`config.mk`:
```
export PLATFORM = sky130hd
export DESIGN_NAME = pdtt_ctrl_flat
export DESIGN_NICKNAME = d
export VERILOG_FILES = /design/src/pdtt_pkg.sv /design/src/pdtt_chan_if.sv /design/src/pdtt_ctrl.sv /design/src/flat_wrapper.sv
export SDC_FILE = /design/constraint.sdc
export NUM_CORES = 1
export LEC_CHECK = 0
export ABC_AREA = 1
export CAP_MARGIN = 20
export CORE_MARGIN = 2
export CORE_UTILIZATION = 60
export DETAILED_ROUTE_END_ITERATION = 8
export DONT_BUFFER_PORTS = 1
export PLACE_DENSITY = 0.83
export RECOVER_POWER = 25
export SYNTH_ARGS = -nofsm -noshare
export SYNTH_HDL_FRONTEND = slang
export SYNTH_SLANG_ARGS = --single-unit
```
`constraint.sdc`:
```
create_clock -name clock -period 8.8 [get_ports clock]
set_input_delay 0.44 -clock clock [delete_from_list [all_inputs] [get_ports clock]]
set_output_delay 0.44 -clock clock [all_outputs]
set_load 0.01 [all_outputs]
```
`src/pdtt_pkg.sv`:
```
// Shared types and constants for the per-port decision table with aging.
// No dependencies.
package pdtt_pkg;

   localparam int PORT_COUNT_DEF  = 65536;
   localparam int STAMP_WIDTH_DEF = 32;

   localparam int ACTION_W = 3;
   localparam int PORT_W   = 16;
   localparam int NOW_W    = 32;
   localparam int TTL_W    = 16;

   localparam logic [TTL_W-1:0] TTL_RESET = 16'd30;

   typedef enum logic [ACTION_W-1:0] {
      ACT_QUERY_DECIDED = 3'd0,
      ACT_QUERY_DIRECT  = 3'd1,
      ACT_SET_DIRECT    = 3'd2,
      ACT_SET_DECIDED   = 3'd3,
      ACT_CLEAR         = 3'd4,
      ACT_EXPIRE_SWEEP  = 3'd5,
      ACT_CLEAR_ALL     = 3'd6
   } action_type;

endpackage

```
`src/pdtt_chan_if.sv`:
```
// Valid/ready channel interfaces for request and response items.
// Depends on pdtt_pkg.
interface pdtt_req_if import pdtt_pkg::*; ();
   logic                valid;
   logic                ready;
   logic [ACTION_W-1:0] action;
   logic [PORT_W-1:0]   port;
   logic [NOW_W-1:0]    time_bucket;

   modport source (output valid, output action, output port, output time_bucket, input ready);
   modport sink   (input valid, input action, input port, input time_bucket, output ready);
endinterface

interface pdtt_rsp_if ();
   logic valid;
   logic ready;
   logic answer;

   modport source (output valid, output answer, input ready);
   modport sink   (input valid, input answer, output ready);
endinterface

```
`src/pdtt_ctrl.sv`:
```
// Sequencer: per-item read-modify-write, expire sweep, clear passes, response register.
// Depends on pdtt_pkg and the channel interfaces.
module pdtt_ctrl import pdtt_pkg::*; #(
   parameter int PORT_COUNT  = PORT_COUNT_DEF,
   parameter int STAMP_WIDTH = STAMP_WIDTH_DEF,
   parameter int ADDR_W      = $clog2(PORT_COUNT),
   parameter int DATA_W      = STAMP_WIDTH + 2
) (
   input  logic              clock,
   input  logic              reset,
   input  logic [TTL_W-1:0]  ttl,
   pdtt_req_if.sink          req,
   pdtt_rsp_if.source        rsp,
   output logic              rd_en,
   output logic [ADDR_W-1:0] rd_addr,
   input  logic [DATA_W-1:0] rd_data,
   output logic              wr_en,
   output logic [ADDR_W-1:0] wr_addr,
   output logic [DATA_W-1:0] wr_data
);

   typedef enum logic [2:0] {
      ST_INIT, ST_IDLE, ST_LOOKUP, ST_SWEEP, ST_DRAIN, ST_WIPE, ST_FINISH
   } state_type;

   localparam logic [ADDR_W-1:0] LAST_ADDR = ADDR_W'(PORT_COUNT - 1);

   state_type              state_ff, state_in;
   logic [ADDR_W-1:0]      cnt_ff, cnt_in;
   logic                   chk_ff, chk_in;
   logic [ADDR_W-1:0]      chk_addr_ff, chk_addr_in;
   action_type             act_ff, act_in;
   logic                   in_range_ff, in_range_in;
   logic [ADDR_W-1:0]      addr_ff, addr_in;
   logic [STAMP_WIDTH-1:0] now_ff, now_in;
   logic                   rsp_valid_ff, rsp_valid_in;
   logic                   answer_ff, answer_in;

   logic                   accept;
   logic                   slot_free;
   logic                   ent_decided;
   logic                   ent_direct;
   logic [STAMP_WIDTH-1:0] ent_stamp;
   logic [STAMP_WIDTH-1:0] age;
   logic                   stale;
   logic [STAMP_WIDTH-1:0] new_stamp;

   assign ent_decided = rd_data[DATA_W-1];
   assign ent_direct  = rd_data[DATA_W-2];
   assign ent_stamp   = rd_data[STAMP_WIDTH-1:0];
   assign age         = now_ff - ent_stamp;
   assign stale       = (ent_stamp == '0) || (32'(age) > 32'(ttl));
   assign new_stamp   = (now_ff == '0) ? STAMP_WIDTH'(1) : now_ff;

   assign slot_free   = !rsp_valid_ff || rsp.ready;
   assign req.ready   = (state_ff == ST_IDLE);
   assign accept      = req.valid && req.ready;
   assign rsp.valid   = rsp_valid_ff;
   assign rsp.answer  = answer_ff;

   always_comb begin
      state_in     = state_ff;
      cnt_in       = cnt_ff;
      chk_in       = chk_ff;
      chk_addr_in  = chk_addr_ff;
      act_in       = act_ff;
      in_range_in  = in_range_ff;
      addr_in      = addr_ff;
      now_in       = now_ff;
      rsp_valid_in = rsp_valid_ff && !rsp.ready;
      answer_in    = answer_ff;
      rd_en        = 1'b0;
      rd_addr      = cnt_ff;
      wr_en        = 1'b0;
      wr_addr      = cnt_ff;
      wr_data      = '0;

      case (state_ff)
         ST_INIT: begin
            wr_en  = 1'b1;
            cnt_in = cnt_ff + 1'b1;
            if (cnt_ff == LAST_ADDR) begin
               cnt_in   = '0;
               state_in = ST_IDLE;
            end
         end
         ST_IDLE: begin
            if (accept) begin
               act_in      = action_type'(req.action);
               addr_in     = req.port[ADDR_W-1:0];
               in_range_in = 17'(req.port) < 17'(PORT_COUNT);
               now_in      = req.time_bucket[STAMP_WIDTH-1:0];
               cnt_in      = '0;
               chk_in      = 1'b0;
               case (action_type'(req.action))
                  ACT_EXPIRE_SWEEP: state_in = ST_SWEEP;
                  ACT_CLEAR_ALL:    state_in = ST_WIPE;
                  default: begin
                     rd_en    = 1'b1;
                     rd_addr  = req.port[ADDR_W-1:0];
                     state_in = ST_LOOKUP;
                  end
               endcase
            end
         end
         ST_LOOKUP: begin
            if (slot_free) begin
               wr_addr      = addr_ff;
               answer_in    = 1'b0;
               rsp_valid_in = 1'b1;
               state_in     = ST_IDLE;
               if (in_range_ff) begin
                  case (act_ff)
                     ACT_QUERY_DECIDED: begin
                        if (ent_decided) begin
                           if (stale) begin
                              wr_en = 1'b1;
                           end else begin
                              answer_in = 1'b1;
                           end
                        end
                     end
                     ACT_QUERY_DIRECT: answer_in = ent_direct;
                     ACT_SET_DIRECT, ACT_SET_DECIDED: begin
                        wr_en   = 1'b1;
                        wr_data = {1'b1, act_ff == ACT_SET_DIRECT, new_stamp};
                     end
                     ACT_CLEAR: wr_en = 1'b1;
                     default: ;
                  endcase
               end
            end
         end
         ST_SWEEP, ST_DRAIN: begin
            // rd_data holds the entry read last cycle at chk_addr_ff
            wr_addr = chk_addr_ff;
            wr_en   = chk_ff && (ent_stamp != '0) && stale;
            if (state_ff == ST_SWEEP) begin
               rd_en       = 1'b1;
               chk_in      = 1'b1;
               chk_addr_in = cnt_ff;
               cnt_in      = cnt_ff + 1'b1;
               if (cnt_ff == LAST_ADDR) begin
                  state_in = ST_DRAIN;
               end
            end else begin
               chk_in   = 1'b0;
               state_in = ST_FINISH;
            end
         end
         ST_WIPE: begin
            wr_en  = 1'b1;
            cnt_in = cnt_ff + 1'b1;
            if (cnt_ff == LAST_ADDR) begin
               state_in = ST_FINISH;
            end
         end
         ST_FINISH: begin
            if (slot_free) begin
               answer_in    = 1'b0;
               rsp_valid_in = 1'b1;
               state_in     = ST_IDLE;
            end
         end
         default: state_in = ST_IDLE;
      endcase
   end

   always_ff @(posedge clock) begin
      if (reset) begin
         state_ff     <= ST_INIT;
         cnt_ff       <= '0;
         chk_ff       <= 1'b0;
         rsp_valid_ff <= 1'b0;
      end else begin
         state_ff     <= state_in;
         cnt_ff       <= cnt_in;
         chk_ff       <= chk_in;
         rsp_valid_ff <= rsp_valid_in;
      end
      chk_addr_ff <= chk_addr_in;
      act_ff      <= act_in;
      in_range_ff <= in_range_in;
      addr_ff     <= addr_in;
      now_ff      <= now_in;
      answer_ff   <= answer_in;
   end

endmodule

```
`src/flat_wrapper.sv`:
```
// flat-port wrapper written by rule: the top's interface ports become plain ports
module pdtt_ctrl_flat import pdtt_pkg::*;
#(
   parameter int PORT_COUNT  = PORT_COUNT_DEF,
   parameter int STAMP_WIDTH = STAMP_WIDTH_DEF,
   parameter int ADDR_W      = $clog2(PORT_COUNT),
   parameter int DATA_W      = STAMP_WIDTH + 2
)
  (clock, reset, ttl, rd_en, rd_addr, rd_data, wr_en, wr_addr, wr_data, req_valid, req_action, req_port, req_time_bucket, req_ready, rsp_valid, rsp_answer, rsp_ready);
  pdtt_req_if req_i ();
  pdtt_rsp_if rsp_i ();
  input  logic clock;
  input  logic reset;
  input  logic [TTL_W-1:0] ttl;
  output logic rd_en;
  output logic [ADDR_W-1:0] rd_addr;
  input  logic [DATA_W-1:0] rd_data;
  output logic wr_en;
  output logic [ADDR_W-1:0] wr_addr;
  output logic [DATA_W-1:0] wr_data;
  input wire logic [$bits(req_i.valid)-1:0] req_valid;
  input wire logic [$bits(req_i.action)-1:0] req_action;
  input wire logic [$bits(req_i.port)-1:0] req_port;
  input wire logic [$bits(req_i.time_bucket)-1:0] req_time_bucket;
  output wire logic [$bits(req_i.ready)-1:0] req_ready;
  output wire logic [$bits(rsp_i.valid)-1:0] rsp_valid;
  output wire logic [$bits(rsp_i.answer)-1:0] rsp_answer;
  input wire logic [$bits(rsp_i.ready)-1:0] rsp_ready;
  assign req_i.valid = req_valid;
  assign req_i.action = req_action;
  assign req_i.port = req_port;
  assign req_i.time_bucket = req_time_bucket;
  assign req_ready = req_i.ready;
  assign rsp_valid = rsp_i.valid;
  assign rsp_answer = rsp_i.answer;
  assign rsp_i.ready = rsp_ready;
  pdtt_ctrl #(.PORT_COUNT(PORT_COUNT), .STAMP_WIDTH(STAMP_WIDTH), .ADDR_W(ADDR_W), .DATA_W(DATA_W)) u_core (.clock(clock), .reset(reset), .ttl(ttl), .req(req_i), .rsp(rsp_i), .rd_en(rd_en), .rd_addr(rd_addr), .rd_data(rd_data), .wr_en(wr_en), .wr_addr(wr_addr), .wr_data(wr_data));
endmodule
```
# Word level (Yosys, flattened, before mapping)

Index checks and enable logic that the tools add are counted.
Widths: inputs -> output; s select.

$add $sub $neg: 2
$lt $le $gt $ge: 1
Eq/ne operators: 21
Multiplexer cells: 40
Reductions and logical operators: 28

Operator list:

| operator              | number |
|---|---|
| $mux 16               | 7 |
| $mux 34               | 3 |
| $logic_not 32->1      | 2 |
| $pmux 16 s4           | 1 |
| $gt 32x16->1          | 1 |
| $mux 32               | 1 |
| $pmux 16 s2           | 1 |
| $reduce_bool 32->1    | 1 |
| $sub 32x32->32        | 1 |
| $eq 3x3->1 const B    | 6 |
| $mux 3                | 6 |
| $add 16x1->16 const B | 1 |
| $eq 16x16->1 const B  | 1 |
| $pmux 3 s5            | 1 |
| $mux 1                | 13 |
| $eq 3x2->1 const B    | 4 |
| $ne 2x1->1 const B    | 6 |
| $pmux 1 s2            | 5 |
| $reduce_or 2->1       | 5 |
| $eq 3x1->1 const B    | 2 |
| $logic_not 3->1       | 2 |
| $pmux 3 s2            | 1 |
| $reduce_and 2->1      | 3 |
| $reduce_and 3->1      | 2 |
| other kinds (10)      | 16 |

Register bits: 89
Input port bits: 105
Output and inout bits: 71
Word-level logic and storage cells: 101

# Longest topological paths before layout

Gate-level depths: netlist of the first run.

Depth in word-level cells: 8
Mapped depth: 23
Gate-level depth less buffers: 23

# Least setup slack after synthesis of the first run

No wires, ideal clock.

Kind: in2out
Start point: input port req_valid
End point: output port rd_addr[10]
Arrival: 5.323 ns
Data required time: 8.360 ns
Setup slack: 3.037 ns
Stages on the path: 5
Path buffers: 1
Cell sequence: inv_1 > nor3_1 > nand2_1 > clkbuf_1 > a21oi_1

Word-level cells in the longest chain between the ends: 3

Ends and longest elaborated chain:

| what               | line               | text |
|---|---|---|
| start: declaration | flat_wrapper.sv:21 | `input wire logic [$bits(req_i.valid)-1:0] req_valid;` |
| $logic_and 1x1->1  | pdtt_ctrl.sv:57    | `assign accept = req.valid && req.ready;` |
| $mux 16            | pdtt_ctrl.sv:88    | `if (accept) begin` |
| $mux 16            | pdtt_ctrl.sv:78    | `case (state_ff)` |
| end: declaration   | flat_wrapper.sv:16 | `output logic [ADDR_W-1:0] rd_addr;` |

Every way passes these cells.

# Worst setup path after layout of the first run

Start point: register u_core.now_ff[9]
End point: output port wr_en

Word-level cells in the longest chain between the ends: 8
Elaborated cells between the ends (all ways): 9
Those cells by class: add/sub (1); order compare (1); mux (5); reduce/logical (2)

Ends and longest elaborated chain:

| what                     | line               | text |
|---|---|---|
| start: declaration       | pdtt_ctrl.sv:35    | `logic [STAMP_WIDTH-1:0] now_ff, now_in;` |
| start signal: assignment | pdtt_ctrl.sv:185   | `now_ff <= now_in;` |
| $sub 32x32->32 (*)       | pdtt_ctrl.sv:51    | `assign age = now_ff - ent_stamp;` |
| $gt 32x16->1 (*)         | pdtt_ctrl.sv:52    | `assign stale = (ent_stamp == '0) \|\| (32'(age) > 32'(ttl));` |
| $logic_or 1x1->1 (*)     | pdtt_ctrl.sv:52    |  |
| $mux 1                   | pdtt_ctrl.sv:116   | `if (stale) begin` |
| $mux 1                   | pdtt_ctrl.sv:115   | `if (ent_decided) begin` |
| $pmux 1 s2               | pdtt_ctrl.sv:113   | `case (act_ff)` |
| $mux 1                   | pdtt_ctrl.sv:107   | `if (slot_free) begin` |
| $pmux 1 s3 (*)           | pdtt_ctrl.sv:78    |  |
| end: declaration         | flat_wrapper.sv:18 | `output logic wr_en;` |

Every way passes the cells marked *; elsewhere a longest branch is shown, timed or not.

==> impl_metrics.json, run 1 <==
{
  "fin_nets": 1259,
  "regArea_um2": 2460,
  "powerDensity_nw_per_um2": 211,
  "dp.cells": 1241,
  "max_clock_freq_ghz": 0.244,
  "hold_buffers": 0,
  "die_area_um2": 13200,
  "die_y_um": 115,
  "setup-violations-final": 0,
  "cap_viol_max_count": 0,
  "fin_crit_ns": 4.09,
  "clock-sinks": 89,
  "num_rows": 40,
  "via_per_inst": 5.39,
  "routedWlPerCell_um": 14.9,
  "status": "finished clean",
  "cp-end-kind": "output port",
  "io_pins": 176,
  "critPathKind": "reg -> out",
  "design.core.area_um2": 12000,
  "netlist_area_um2": 7360,
  "grt_pass1_vias": 6264,
  "drc": 0,
  "start_kind": "flop",
  "place_congestion": 0.958,
  "drive_above_1_share_pct": 5.41,
  "nFillCells": 1101,
  "finalCritPeriodShare_pct": 46.5,
  "maxSlewHeadroom_pct": 34.9,
  "worst_pin_slew_ns": 0.974,
  "total_power_w": 0.00165,
  "cts_tree": "yes",
  "maxSlewViolCount": 0,
  "stdcell_area_um2": 7790,
  "yosysWarnings": 0,
  "synthCells": 1103,
  "seq_area_frac_synth_pct": 33.5,
  "hold_start": "reset",
  "cts_setup_buffers": 0,
  "drt-pass1-iter-count": 5,
  "setup_tns_ns": 0,
  "synth_cell_types": 44,
  "hold_viol_final": 0,
  "ys_ff_latch": 89,
  "arrival_ns": 3.65,
  "clkTransAtPathRegs_ns": 0.06,
  "die_width_um": 115,
  "numCtsBuffers": 9,
  "cts.htree.levels": 3,
  "grt_max_degree": 53,
  "post_cts_resized": 0,
  "worstPathRequired_ns": 8.36,
  "vias": 6777,
  "timing.rr.start": "u_core.now_ff[9]",
  "insertion_delay_ns": 0.33,
  "io_buffers": 0,
  "multi_input_area_um2": 3910,
  "drtIter0Drc": 370,
  "fin_worst_skew_ns": 0.00663,
  "critical_path.max_fanout": 4,
  "ant_nets": 0,
  "startpoint": "u_core.now_ff[9]",
  "placed_area_um2": 7490,
  "hold_class": "in -> reg",
  "grt_first_pass_wirelength_um": 29800,
  "syn_avg_cell_area_um2": 6.67,
  "hpwlAfterDp_um": 15600,
  "routed_wl_um": 18800,
  "clk_path_buf_depth": 2,
  "gr-total-overflow": 0,
  "antenna_cells": 0,
  "groute.usage.overall_pct": 28.6,
  "area_delta_synth_final_pct": 5.89,
  "worst_ir_drop_vdd_mv": 0.276,
  "root_buffer": "clkbuf_16",
  "final_cells": 1257,
  "leakage_nw": 3.96,
  "rsz0062_at_grt": "false",
  "start_util_pct": 61.2,
  "synth_nets": 1257,
  "grt_antenna_before_repair": 2
}
-- cells in the final DEF, fill, tap and decap left out, drive strengths merged, types with 2 or more instances in the layout --
| cell | Yosys | layout |
|---|---|---|
| a211oi | 2 | 2 |
| a21o | 2 | 2 |
| a21oi | 58 | 58 |
| and2 | 6 | 6 |
| buf | 6 | 2 |
| clkbuf | 5 | 9 |
| clkinv | 2 | 4 |
| clkinvlp | 0 | 2 |
| dfxtp | 21 | 21 |
| edfxtp | 68 | 68 |
| ha | 48 | 48 |
| inv | 241 | 243 |
| nand2 | 340 | 340 |
| nand3 | 44 | 44 |
| nand4 | 18 | 18 |
| nor2 | 155 | 155 |
| nor3 | 19 | 19 |
| nor3b | 3 | 3 |
| nor4 | 8 | 8 |
| o211ai | 16 | 16 |
| o21ai | 15 | 15 |
| o21bai | 2 | 2 |
| xor2 | 16 | 16 |
-- layer usage --
layer	vias up	GRT usage, %	routed length, um
met4	2	10.7	527
met2	241	49.9	9240
met3	38	4.13	1100
li1	3450	-	-
met5	-	0	13
met1	3046	36.2	7900
-- area by class of cell --
cell class,instances,share of cell area [%]
Multi-Input combinational cell,760,50.2
Tap cell,147,2.36
Sequential cell,89,31.6
Timing Repair Buffer,2,0.193
Inverter,243,11.7
Clock buffer,9,2.89
Clock inverter,7,0.980
-- kinds of logic (layout without fill, tap and decap cells) --
| group | count (synthesis) | after routing | synth area share (%) |
|---|---|---|---|
| and+or+nand+nor | 595 | 595 | 34.8 |
| buffers and inverters | 254 | 261 | 13.4 |
| AOI/OAI and AO/OA | 99 | 99 | 7.89 |
| DFF | 89 | 89 | 33.5 |
| adders and majority gates | 49 | 49 | 8.44 |
| xor gates and xnor gates | 17 | 17 | 2.02 |
-- worst max-delay path: stages, from the launching register on --
cell and delay (ns):
edfxtp_1 0.41, ha_1 0.40, nand2_1 0.08, inv_1 0.09, nand2_1 0.11, nor3_1 0.27
nand2_1 0.10, nand2_1 0.16, xor2_1 0.26, ha_1 0.31, a21oi_1 0.15, o21ai_0 0.09
a21oi_1 0.13, nand2_1 0.06, nand2_1 0.08, nand3_1 0.08, nor2_1 0.09, nand2_1 0.06
nor2_1 0.08, nand2_1 0.11, nand2_1 0.08, nand3_1 0.14
-- worst paths after layout --
path | end | slack, ns | cells after the start
max | wr_en | 4.71 | 21
min | u_core.chk_ff | 0.16 | 1
max reg2reg | u_core.rsp.answer | 5.26 | 20
min reg2reg | u_core.chk_addr_ff[9] | 0.43 | 0
-- through the flow --
stage / hold WS (ns) / util [%] / setup WS (ns)
6_report: 0.164 / 64.8 / 4.71
5_1_grt: 0.168 / 64.8 / 4.45
4_1_cts: 0.158 / 64.8 / 4.75
3_5_place_dp: 0.418 / 62.3 / 5.06
3_3_place_gp: 0.411 / 62.3 / 5.01
2_1_floorplan: 0.408 / - / 3.04
-- report_power, final --
part,internal (W),switching (W),leakage (nW)
Combinational,0.000208,0.000510,3.03
Sequential,0.000516,0.0000380,0.790
Clock,0.000222,0.000153,0.142
Total,0.000946,0.000701,3.96
-- sequential cells by signal, indices dropped and copies added (netlist names) --
signal and cells:
u_core.addr_ff 16, u_core.cnt_ff 16, u_core.rsp.answer 1, u_core.now_ff 32, u_core.chk_ff 1, u_core.act_ff 3, u_core.chk_addr_ff 16, u_core.rsp.valid 1
u_core.state_ff 3
-- cell usage after synthesis --
cell      instances  share of area (%)
o22ai_1           1              0.085
a21oi_2           2               0.24
nand3b_1          1               0.10
nor4_1            8               0.68
and2_4            1               0.12
nand3_1          43                2.9
inv_1           235                 12
nand2_1         329                 17
o31ai_1           1               0.10
fa_1              1               0.27
dfxtp_1          21                5.7
or2_0             1              0.085
nor2_1          142                7.2
o21a_1            1               0.10
nand2_2           8               0.68
a211oi_1          2               0.20
a21oi_1          55                3.7
buf_6             3               0.46
nor2_4            6               0.92
nand4_4           1               0.29
o21ai_0          15                1.0
inv_2             6               0.31
nor3_2            4               0.54
nor3_1           15                1.0
ha_1             48                8.2
clkbuf_1          5               0.26
clkinv_2          1              0.068
a21oi_4           1               0.22
xnor2_1           1               0.12
and2_1            5               0.43
clkinv_1          1              0.051
buf_4             2               0.20
nor3b_1           3               0.31
a21o_1            2               0.20
o211ai_1         16                1.6
nand2_4           3               0.46
nand3_2           1               0.14
a32o_1            1               0.14
o21bai_1          2               0.20
xor2_1           16                1.9
nand4_1          17                1.4
edfxtp_1         68                 28
buf_2             1              0.068
nor2_2            7               0.60
Note: power is estimated with default switching activity, not from simulation.
==> inputs of run 2 (changes only) <==
ABC_AREA = 0   (was 1)
CORE_UTILIZATION = 59   (was 60)
PLACE_DENSITY = 0.85   (was 0.83)
clock period = 3.3 ns   (was 8.8 ns; I/O delays follow)
==> impl_metrics.json, run 2 <==
{
  "status": "finished with violations",
  "violations": "negative setup slack",
  "worstPathRequired_ns": 3.13,
  "die_width_um": 107,
  "placed_area_um2": 7000,
  "synth_top_area_share_pct": 32.6,
  "worst_pin_slew_ns": 0.689,
  "via_per_inst": 6.38,
  "leakage_nw": 3.31,
  "seq_area_frac_synth_pct": 39.3,
  "synthMuxAreaShare_pct": 3.25,
  "cp-end-kind": "output port",
  "hold_viol_final": 0,
  "clk_path_buf_depth": 2,
  "netlist_area_um2": 6270,
  "root_buffer": "clkbuf_8",
  "setup-violations-final": 2,
  "drt-pass1-iter-count": 6,
  "ant_nets": 0,
  "synth_xor_area_share_pct": 5.31,
  "numCtsBuffers": 9,
  "routed_wl_um": 20600,
  "synth_cell_types": 63,
  "fin_util_pct": 76.1,
  "fin_worst_skew_ns": 0.0197,
  "drive_above_1_share_pct": 18.9,
  "fin_nets": 969,
  "synthCells": 682,
  "synth_edf_count": 68,
  "critPathKind": "reg -> out",
  "worst_ir_drop_vdd_mv": 0.364,
  "fin_ws_ns": -1.09,
  "finalCritPeriodShare_pct": 133,
  "total_power_w": 0.00248,
  "fin_crit_ns": 4.39,
  "die_area_um2": 11500,
  "synth_compound_area_share_pct": 17.8,
  "num_rows": 37,
  "vias": 6097,
  "setup_tns_ns": -1.83,
  "critical_path.max_fanout": 2,
  "cap_viol_max_count": 0,
  "largest_reg_flops": 32,
  "routedWlPerCell_um": 21.5,
  "clock-sinks": 89,
  "largest-register": "u_core.now_ff",
  "die_y_um": 107,
  "io_pins": 176,
  "maxSlewHeadroom_pct": 54.0,
  "hold_class": "in -> reg",
  "synth_top_family_by_area": "simple AND/OR/NAND/NOR gates",
  "syn_avg_cell_area_um2": 9.19,
  "synth_ff_type": "edfxtp_1",
  "drtIter0Drc": 520,
  "start_kind": "flop",
  "yosysWarnings": 0,
  "path_cells": "inv_1 > ha_2 > fa_2 > nand2b_4 > a21o_1 > buf_4 > a2111o_1 > nand2_1 > xor2_1 > ha_1 > nand4_1 > or4_4 > a21oi_2 > nor4_2 > o21ai_4 > a2111oi_4 > nand4_1 > a21o_1",
  "place_congestion": 0.967,
  "final_common_cell": "buf_4",
  "synth_common_cells": "inv_1, edfxtp_1, nor2_1",
  "hpwlAfterDp_um": 14800,
  "grt_pass1_vias": 6045,
  "design.core.area_um2": 10300,
  "synth_nets": 836,
  "insertion_delay_ns": 0.37,
  "place_ws_ns": -0.915,
  "start_util_pct": 60.7,
  "slowest_stage": "a2111o_1",
  "max_clock_freq_ghz": 0.228,
  "clkTransAtPathRegs_ns": 0.09,
  "drc": 0,
  "arrival_ns": 4.23,
  "slowest_delay_ns": 0.39,
  "gr-total-overflow": 0,
  "stdcell_area_um2": 7850,
  "cts.htree.levels": 3,
  "antenna_cells": 0,
  "maxSlewViolCount": 0,
  "io_buffers": 0,
  "rsz0062_at_grt": "true",
  "synth.most_common_cell": "inv_1",
  "yosys.area_share.simple_pct": 19.0,
  "yosys.area.top_type": "edfxtp_1",
  "powerDensity_nw_per_um2": 315,
  "cts_tree": "yes",
  "nFillCells": 677,
  "grt_antenna_before_repair": 0,
  "grt_max_degree": 29,
  "area_delta_synth_final_pct": 25.3,
  "yosys-top-cells-area": "edfxtp_1, ha_1, dfxtp_1",
  "groute.usage.overall_pct": 35.5,
  "async_reset_ff_share_pct": 0,
  "synthAdderAreaFrac_pct": 9.90,
  "mostFrequentLayoutCells": "buf_4, inv_1, edfxtp_1",
  "grt_first_pass_wirelength_um": 31400,
  "ys_ff_latch": 89
}
## run 2: cell types whose count changed in the layout (fill, tap and decap cells not counted), sizes merged, moves of 15 or more
| cell | before | now |
|---|---|---|
| buf | 2 | 84 |
| nand3 | 44 | 14 |
| and2 | 6 | 36 |
| inv | 243 | 75 |
| mux2 | 0 | 16 |
| nor2 | 155 | 62 |
| nand2 | 340 | 51 |
| a222oi | 0 | 16 |
| dlygate4sd3 | 0 | 52 |
| o21ai | 15 | 36 |
| nor3 | 19 | 4 |
| xnor2 | 1 | 22 |
## run 2: power by group
group,total (W),internal (W),switching [W]
registers,0.00121,0.00120,0.00000658
clock network,0.000817,0.000427,0.000389
logic,0.000451,0.000222,0.000229
## run 2: timing repair
action                     4_1_cts  5_1_grt
setup buffers                    4        1
setup endpoints to repair        2        2
pin swaps                        0        2
hold buffers                    52        0
hold endpoints to repair        56        0
gates resized for setup         13        4
## run 2: layout make-up
class                           instances  area (um2)  area share (%)
Multi-Input combinational cell        504        3570            45.5
Sequential cell                        89        2460            31.4
Timing Repair Buffer                  136        1150            14.7
Inverter                               75         282            3.59
Tap cell                              136         170            2.17
Clock buffer                           11         131            1.67
Clock inverter                          5        81.3            1.04
## run 2: per-stage QoR
step	hold slack [ns]	std cells
final	0.0328	956
after global placement	0.237	883
after detailed placement	0.238	883
after CTS	0.0217	955
after floorplan	0.234	682
after global routing	0.0430	956
## run 2: kinds of logic after synthesis
kind of cell,count (synthesis)
AND/OR/NAND/NOR,236
AO/OA/AOI/OAI,163
buffers and inverters,89
flip-flops,89
adder cells (fa/ha/maj),49
XOR/XNOR,38
multiplexers,18
## run 2: path summary, 6_finish.rpt
| kind | startpoint | end | slack, ns | cells past startpoint |
|---|---|---|---|---|
| max reg2reg | u_core.now_ff[0] | u_core.rsp.answer | -0.74 | 19 |
| min reg2reg | u_core.chk_ff | u_core.chk_ff | 0.50 | 2 |
| max | u_core.now_ff[0] | wr_en | -1.09 | 18 |
| min | rsp_ready | u_core.rsp.valid | 0.03 | 2 |
## run 2: critical path: cells and delay by family, from the launching register on
family	cells	cell delay [ns]
AOI/OAI and AO/OA	6	1.19
xor gates and xnor gates	1	0.27
adders and majority gates	3	0.81
buffers and inverters	2	0.19
DFF	1	0.36
and+or+nand+nor	6	1.04
## run 2: routing by layer
layer / global-route usage [%] / up-vias / share of wire [%]
met5: 0 / - / 0
met4: 15.0 / 0 / 4.0
met3: 6.81 / 65 / 8.5
met2: 61.5 / 365 / 49
met1: 43.1 / 2899 / 38
li1: - / 2768 / -
==> inputs of run 3 (changes only) <==
CORE_MARGIN = not set   (was 2)
HOLD_SLACK_MARGIN = 0.05   (was not set)
clock period = 4 ns   (was 3.3 ns; I/O delays follow)
==> impl_metrics.json, run 3 (synthesis results as in run 2) <==
{
  "critical_path_buf_inv_count": 1,
  "grt_antenna_before_repair": 0,
  "fin_hold_ws_ns": 0.0784,
  "start_util_pct": 60.7,
  "vias": 5801,
  "drt-pass1-iter-count": 7,
  "fin_util_pct": 72.4,
  "clk_path_buf_depth": 2,
  "hpwlAfterDp_um": 13600,
  "clkTransAtPathRegs_ns": 0.10,
  "via_per_inst": 6.39,
  "area_delta_synth_final_pct": 19.3,
  "status": "finished with violations",
  "stdcell_area_um2": 7480,
  "design.core.area_um2": 10300,
  "rrSetupSlack_ns": -0.06,
  "io_buffers": 0,
  "root_buffer": "clkbuf_8",
  "critPathKind": "reg -> out",
  "cap_viol_max_count": 0,
  "path_cells": "inv_2 > ha_4 > fa_2 > nand2b_4 > a21o_1 > and2_4 > o21ai_2 > nand3_1 > and2_4 > nor2_1 > nor2_1 > xnor2_1 > ha_1 > nand4_1 > or4_4 > nor2_4 > o21ai_2 > a2111oi_2 > nand4_1 > a21o_1",
  "fin_nets": 921,
  "violations": "negative setup slack",
  "drive_above_1_share_pct": 13.9,
  "largest-register": "u_core.now_ff",
  "cp-end-kind": "output port",
  "start_kind": "flop",
  "drtIter0Drc": 451,
  "fin_ws_ns": -0.472,
  "hold_class": "in -> reg",
  "setup-violations-final": 2,
  "grt_max_degree": 52,
  "powerDensity_nw_per_um2": 262,
  "cts_tree": "yes",
  "dp.cells": 835,
  "groute.usage.overall_pct": 34.2,
  "clock-sinks": 89,
  "final_cells": 908,
  "rsz0062_at_grt": "true",
  "max_clock_freq_ghz": 0.224,
  "maxSlewHeadroom_pct": 29.9,
  "finalCritPeriodShare_pct": 112,
  "antenna_cells": 0,
  "die_area_um2": 11000,
  "worstPathRequired_ns": 3.80,
  "ant_nets": 0,
  "drc": 0,
  "insertion_delay_ns": 0.37,
  "routedWlPerCell_um": 21.1,
  "final_common_cell": "inv_1",
  "fin_crit_ns": 4.47,
  "critical_path.max_fanout": 2,
  "arrival_ns": 4.27,
  "grt_first_pass_wirelength_um": 29000,
  "die_y_um": 105,
  "die_width_um": 105,
  "critical-path-top-delay-family": "simple AND/OR/NAND/NOR gates",
  "fin_worst_skew_ns": 0.0190,
  "numCtsBuffers": 9,
  "cts.htree.levels": 3,
  "io_pins": 176,
  "slowest_delay_ns": 0.49,
  "routed_wl_um": 19100,
  "num_rows": 37,
  "leakage_nw": 3.07,
  "grt_pass1_vias": 5656,
  "hold_viol_final": 0,
  "place_congestion": 0.990,
  "worst_ir_drop_vdd_mv": 0.308,
  "gr-total-overflow": 0,
  "slowest_stage": "or4_4",
  "largest_reg_flops": 32,
  "placed_area_um2": 6620,
  "maxSlewViolCount": 0,
  "mostFrequentLayoutCells": "inv_1, edfxtp_1, nor2_1",
  "worst_pin_slew_ns": 1.05
}
[run 3: routing by layer]
layer | vias up | part of all wire, % | track usage [%]
met1 | 2764 | 36 | 38.0
li1 | 2662 | - | -
met5 | - | 0 | 0
met3 | 61 | 7.6 | 5.80
met2 | 314 | 51 | 61.9
met4 | 0 | 4.9 | 19.0
[run 3: path summary, 6_finish.rpt]
| path | from | end | cells after the start |
|---|---|---|---|
| hold reg to reg | u_core.chk_ff | u_core.chk_ff | 2 |
| setup / recovery | u_core.now_ff[0] | wr_en | 20 |
| hold / removal | rd_data[32] | u_core.rsp.answer | 2 |
| setup reg to reg | u_core.now_ff[0] | u_core.rsp.answer | 21 |
[run 3: what timing repair did]
action,in CTS,in global routing
buffers inserted,3,1
hold endpoints to repair,56,0
endpoints found under the setup margin,2,2
pin swaps,7,5
resized for setup,11,9
hold buffers,52,0
[run 3: final cells by class]
cell class / instances / area, um2
Timing Repair Buffer: 88 / 803
Fill cell: 735 / 2850
Sequential cell: 89 / 2460
Inverter: 75 / 282
Tap cell: 136 / 170
Clock buffer: 9 / 124
Clock inverter: 7 / 76.3
Multi-Input combinational cell: 504 / 3560
[run 3: power breakdown]
group | internal [W] | switching (W)
combinational | 0.000159 | 0.000173
clock | 0.000295 | 0.000338
sequential | 0.000991 | 0.00000541
[run 3: stage by stage]
step / power, W / setup WS, ns / setup TNS, ns
2_1_floorplan: 0.00121 / 0.00485 / 0
3_3_place_gp: 0.00127 / -0.189 / -0.338
3_5_place_dp: 0.00128 / -0.335 / -0.654
4_1_cts: 0.00194 / -0.503 / -0.596
5_1_grt: 0.00203 / -0.656 / -0.882
6_report: 0.00196 / -0.472 / -0.532
